## src/sv/pabp_pkg.sv

```systemverilog
// Package for the per-address token bucket policer: codes, command and status types.
package pabp_pkg;

   // Default number of buckets in the cell row.
   localparam int DEF_ENTRIES = 64;

   // Field widths.
   localparam int ADDR_W   = 32;
   localparam int TOK_W    = 24;
   localparam int TIME_W   = 32;
   localparam int LIMIT_W  = 16;
   localparam int EVICT_W  = 7;
   localparam int STATUS_W = 2;
   localparam int CSR_IDX_W  = 2;
   localparam int CSR_DATA_W = 24;

   // Register reset values.
   localparam logic [TOK_W-1:0]   BURST_RESET  = 24'd25600;
   localparam logic [TOK_W-1:0]   REFILL_RESET = 24'd2560;
   localparam logic [LIMIT_W-1:0] IDLE_RESET   = 16'd300;

   // Configuration register indexes.
   localparam logic [CSR_IDX_W-1:0] CSR_BURST  = 2'd0;
   localparam logic [CSR_IDX_W-1:0] CSR_REFILL = 2'd1;
   localparam logic [CSR_IDX_W-1:0] CSR_IDLE   = 2'd2;

   // Input item kinds.
   localparam logic FUNC_CONSUME = 1'b0;
   localparam logic FUNC_TICK    = 1'b1;

   // Result status codes.
   localparam logic [STATUS_W-1:0] ST_GRANT = 2'd0;
   localparam logic [STATUS_W-1:0] ST_DENY  = 2'd1;
   localparam logic [STATUS_W-1:0] ST_FULL  = 2'd2;
   localparam logic [STATUS_W-1:0] ST_TICK  = 2'd3;

   // Sequencer states.
   typedef enum logic [2:0] {
      S_IDLE,
      S_LOOK,
      S_PICK,
      S_UPDATE,
      S_RESP
   } state_type;

   // Operation broadcast to every cell.
   typedef enum logic [2:0] {
      OP_NONE,
      OP_LOOK,
      OP_PICK,
      OP_CONSUME,
      OP_TICK
   } cell_op_type;

   // Command broadcast along the cell row.
   typedef struct packed {
      cell_op_type          op;
      logic [ADDR_W-1:0]    addr;
      logic [TOK_W-1:0]     amount;
      logic [TIME_W-1:0]    now;
      logic [TIME_W-1:0]    now_next;
      logic [TOK_W-1:0]     burst;
      logic [TOK_W-1:0]     refill;
      logic [LIMIT_W-1:0]   idle_limit;
      logic                 hit_any;
   } cell_cmd_type;

   // Status reported by one cell.
   typedef struct packed {
      logic                 hit;
      logic                 evict;
      logic                 claim;
      logic                 sel;
      logic                 deny;
      logic [TOK_W-1:0]     tokens;
   } cell_stat_type;

endpackage

```

## src/sv/pabp_cell.sv

```systemverilog
// One bucket cell of the policer row: holds one entry and takes part in the claim chain.
module pabp_cell
   import pabp_pkg::*;
(
   input  logic          clock,
   input  logic          reset,
   input  cell_cmd_type  cmd,
   input  logic          free_in,
   output logic          free_out,
   output cell_stat_type stat
);

   logic               valid_ff, valid_in;
   logic [ADDR_W-1:0]  addr_ff, addr_in;
   logic [TOK_W-1:0]   tokens_ff, tokens_in;
   logic [TIME_W-1:0]  last_ff, last_in;
   logic               hit_ff, hit_in;
   logic               evict_ff, evict_in;
   logic               claim_ff, claim_in;
   logic               sel_ff, sel_in;
   logic               deny_ff, deny_in;

   logic [TIME_W-1:0]  idle_time;
   logic [TOK_W-1:0]   base;
   logic [TOK_W:0]     level;
   logic               sel_now;
   logic               deny_now;

   // The free mark ripples from the lowest cell upwards.
   assign free_out = free_in | ~valid_ff;

   // Local arithmetic of this entry.
   always_comb begin
      idle_time = cmd.now_next - last_ff;
      base      = valid_ff ? tokens_ff : cmd.burst;
      deny_now  = (base < cmd.amount);
      level     = {1'b0, tokens_ff} + {1'b0, cmd.refill};
      sel_now   = hit_ff | (claim_ff & ~cmd.hit_any);
   end

   // Next state of the entry and of its lookup flags.
   always_comb begin
      valid_in  = valid_ff;
      addr_in   = addr_ff;
      tokens_in = tokens_ff;
      last_in   = last_ff;
      hit_in    = hit_ff;
      evict_in  = evict_ff;
      claim_in  = claim_ff;
      sel_in    = sel_ff;
      deny_in   = deny_ff;
      case (cmd.op)
         OP_LOOK: begin
            hit_in   = valid_ff && (addr_ff == cmd.addr);
            evict_in = valid_ff && (idle_time > {{(TIME_W-LIMIT_W){1'b0}}, cmd.idle_limit});
         end
         OP_PICK: begin
            claim_in = ~valid_ff & ~free_in;
         end
         OP_CONSUME: begin
            sel_in  = sel_now;
            deny_in = sel_now & deny_now;
            if (sel_now) begin
               valid_in  = 1'b1;
               addr_in   = cmd.addr;
               last_in   = cmd.now;
               tokens_in = deny_now ? base : base - cmd.amount;
            end
         end
         OP_TICK: begin
            sel_in  = 1'b0;
            deny_in = 1'b0;
            if (valid_ff) begin
               if (evict_ff) begin
                  valid_in = 1'b0;
               end else if (level > {1'b0, cmd.burst}) begin
                  tokens_in = cmd.burst;
               end else begin
                  tokens_in = level[TOK_W-1:0];
               end
            end
         end
         default: begin
         end
      endcase
   end

   // Control flags are cleared at reset; the entry payload is not.
   always_ff @(posedge clock) begin
      if (reset) begin
         valid_ff <= 1'b0;
         hit_ff   <= 1'b0;
         evict_ff <= 1'b0;
         claim_ff <= 1'b0;
         sel_ff   <= 1'b0;
         deny_ff  <= 1'b0;
      end else begin
         valid_ff <= valid_in;
         hit_ff   <= hit_in;
         evict_ff <= evict_in;
         claim_ff <= claim_in;
         sel_ff   <= sel_in;
         deny_ff  <= deny_in;
      end
   end

   always_ff @(posedge clock) begin
      addr_ff   <= addr_in;
      tokens_ff <= tokens_in;
      last_ff   <= last_in;
   end

   // Status towards the sequencer; the level is shown only by the selected cell.
   always_comb begin
      stat.hit    = hit_ff;
      stat.evict  = evict_ff;
      stat.claim  = claim_ff;
      stat.sel    = sel_ff;
      stat.deny   = deny_ff;
      stat.tokens = sel_ff ? tokens_ff : '0;
   end

endmodule

```

## config.mk

```make
export PLATFORM = sky130hd
export DESIGN_NAME = pabp_cell
export DESIGN_NICKNAME = d
export VERILOG_FILES = /design/src/sv/pabp_pkg.sv /design/src/sv/pabp_cell.sv
export SDC_FILE = /design/constraint.sdc
export NUM_CORES = 1
export LEC_CHECK = 0
export ABC_AREA = 1
export BUFFER_PORTS_ARGS = -buffer_cell sky130_fd_sc_hd__buf_2
export CAP_MARGIN = 20
export CORE_ASPECT_RATIO = 0.9
export CORE_UTILIZATION = 30
export CTS_CLUSTER_DIAMETER = 200
export DETAILED_ROUTE_END_ITERATION = 8
export PLACE_DENSITY = 0.57
export SLEW_MARGIN = 5
export SYNTH_ARGS = -nofsm -noshare
export SYNTH_HDL_FRONTEND = slang
export SYNTH_SLANG_ARGS = --single-unit
```

## constraint.sdc

```tcl
create_clock -name clock -period 7.8 [get_ports clock]
set_clock_uncertainty 0.05 [all_clocks]
set_input_delay 0.39 -clock clock [delete_from_list [all_inputs] [get_ports clock]]
set_output_delay 0.39 -clock clock [all_outputs]
set_load 0.005 [all_outputs]
```

==> run metrics <==
Critical Path RT 7860 ps; Post-synth EDFFs just under 90; Total GRT Usage 0.1896; # clock sinks 94; RSZ-0062 raised after global routing no; Pre-antenna DRT Iters 6; layout cell share with drive strength beyond 1 0.1460; CTS Root Cell clkbuf_16; Post-CTS Setup Bufs 0; final worst path period share 0.6177; Buffers & Inverters on Critical Path 4; FP Rows 66; drt via density about 4.8; Yosys cell types 46; Clock Power Share 0.279; pin count of the biggest net entering global routing 56; overflow left after global routing 0; Syn-to-layout area delta 17.19%; commonest cells in the netlist nand2_1, inv_1, ha_1; post-route setup TNS 0 ps; ys async rst share 0; Top Ports ~220; Final Hold Vio Count 0; Pint between 1000 and 1500 uW; H-tree levels 3; PostCTS Resize Cnt 0; synth top area cells edfxtp_1, nand2_1, ha_1; most common cell in the netlist nand2_1; Worst Path Arrival around 5000 ps; Die W between 200 and 250 microns; Crit. End Element register; sequential share of power 0.339; synthesized cell area 0.01103 sq mm; Die ar. about 0.038 sq mm; maximum clock frequency 207.6 MHz; register area roughly 0.0028 sq mm; Synth Warn # 0; Seq cells post-synth 94; Post-synth top flop edfxtp_1; crit path kind reg -> reg; fill count 3,963; post-layout minimum cycle time between 4000 and 5000 ps; Initial Util 0.3050; maximum clock path buffer count 2; Logic pwr share 0.382; status finished, final reports clean; antenna violations before repair 3; Reg clk slew, reported paths 80 ps; first-pass GRT wire length 55,510 microns; crit-path max FO 34; Core ar. 0.03617 sq mm; NumNets Final about 2.2k; Port Buffers between 200 and 250; Worst slew margin 0.3247; Synth Area per Inst 6.611 sq um; Die Span Y between 150 and 200 microns; DR DRC count 0; worst hold path type in -> reg; Worst path max stage delay between 700 and 800 ps; CP delay by family, top buffers and inverters; cells after synthesis between 1.5k and 2k; MaxCap Viol Count 0; Final Core Density 0.3575; routed len/inst about 15 microns; initial drt markers approximately 850; hpwl dp about 30,000 microns; setup violators final 0; gp weighted congestion between 0.9 and 1; CP cell instances buf_4 -> inv_1 -> o21ai_0 -> ha_1 -> fa_1 -> inv_1 -> nand3_1 -> nand2_1 -> a21oi_2 -> o21ai_2 -> nand4_1 -> nand3_2 -> inv_2 -> o211ai_1 -> nand2_1; DRT Wirelength roughly 35,000 microns; Sw Ratio 0.3902; Synth top area share 0.2395; startpoint types register; crit path max-delay cell type inv_1; CTS tree built; Power Dens Cells between 100 and 150 mW/mm^2; vias in the first global route 10.65k; clk_lat worst skew around 360 ps; Syn Nets 1,982; Leak around 0.007 uW; Post-CTS Hold Fix Bufs 0; Multi-input gate area slightly below 0.007 sq mm; register area share after synthesis 0.2504; ANT nets after route 0; routed vias about 11k; CTS buffer count 9; Sw Pwr between 600 and 700 uW; Worst-Margin Slew between 1000 and 1500 ps; fin. max-slew vios 0; leading area contributor after synthesis edfxtp_1; Peak VDD IR between 100 and 150 uV
-- routing by layer --
layer  wire [microns]  vias to the layer above  GRT usage
li1                 -                     5794          -
met1            16390                     5080     0.2528
met2            16180                      302     0.3115
met3             2046                       52    0.02960
met4              872                        0    0.06000
met5                0                        -          0
-- layout by cell type (no fill, tap or decap), types with 6 or more instances in the layout --
master | netlist | final
edfxtp_1 | 88 | 88
buf_2 | 6 | 220
xnor2_1 | 19 | 19
nor3_1 | 23 | 23
nand3_1 | 117 | 117
o211ai_1 | 22 | 22
nand2_1 | 457 | 457
nand4_1 | 20 | 20
o21bai_1 | 9 | 9
nor4_1 | 7 | 7
a21oi_1 | 105 | 104
clkbuf_16 | 0 | 9
or2_2 | 12 | 12
inv_1 | 348 | 347
ha_1 | 119 | 119
dfxtp_1 | 6 | 6
o21a_1 | 8 | 8
xor2_1 | 57 | 57
o21ai_0 | 61 | 61
nor2_1 | 109 | 109
-- logic make-up after synthesis --
family	count (synthesis)	synth area share
adder cells (fa/ha/maj)	122	0.1404
buffers and inverters	378	0.1327
AND/OR/NAND/NOR	764	0.2926
XOR/XNOR	76	0.06033
flip-flops	94	0.2504
AO/OA/AOI/OAI	235	0.1236
-- through the flow --
step,cell area [sq um],setup slack (ps),hold slack (ps),total power [uW],cells
5_1_grt,12930,2639,127.8,1810,2362
4_1_cts,12920,3021,129.9,1703,2359
2_1_floorplan,11030,4296,387.8,1031,1669
3_3_place_gp,12620,3101,413.3,1217,2343
6_report,12930,2982,147.2,1691,2362
3_5_place_dp,12620,3056,425.1,1223,2343
-- area by class of cell --
cell class,count,share of cell area
multi-input cells,1197,0.5267
clock inverters,7,0.005613
repair buffers,225,0.08806
clock buffers,9,0.01742
flip-flops and latches,94,0.2137
diodes,3,0.0005806
inverters,351,0.1019
well taps,476,0.04606
-- final timing paths --
| check | start | end | slack [ps] | cells past startpoint |
|---|---|---|---|---|
| min reg2reg | claim_ff | claim_ff | 430 | 2 |
| max | valid_ff | tokens_ff[4] | 2980 | 15 |
| min | cmd[105] | last_ff[8] | 150 | 1 |
| max reg2reg | valid_ff | tokens_ff[4] | 2980 | 15 |
-- power by group through the flow --
stage	Clock [uW]	Combinational (uW)	Sequential, uW
after detailed placement	0	638	585
final	472	646	574
after global routing	502	733	575
after CTS	488	641	574
after floorplan	0	450	581
after global placement	0	632	585
-- state kept, by name, indices dropped and copies added (netlist names) --
signal,flops
addr_ff,32
last_ff,32
tokens_ff,24
claim_ff,1
deny_ff,1
evict_ff,1
hit_ff,1
sel_ff,1
valid_ff,1
No activity file was read; power rests on OpenSTA's default activity.
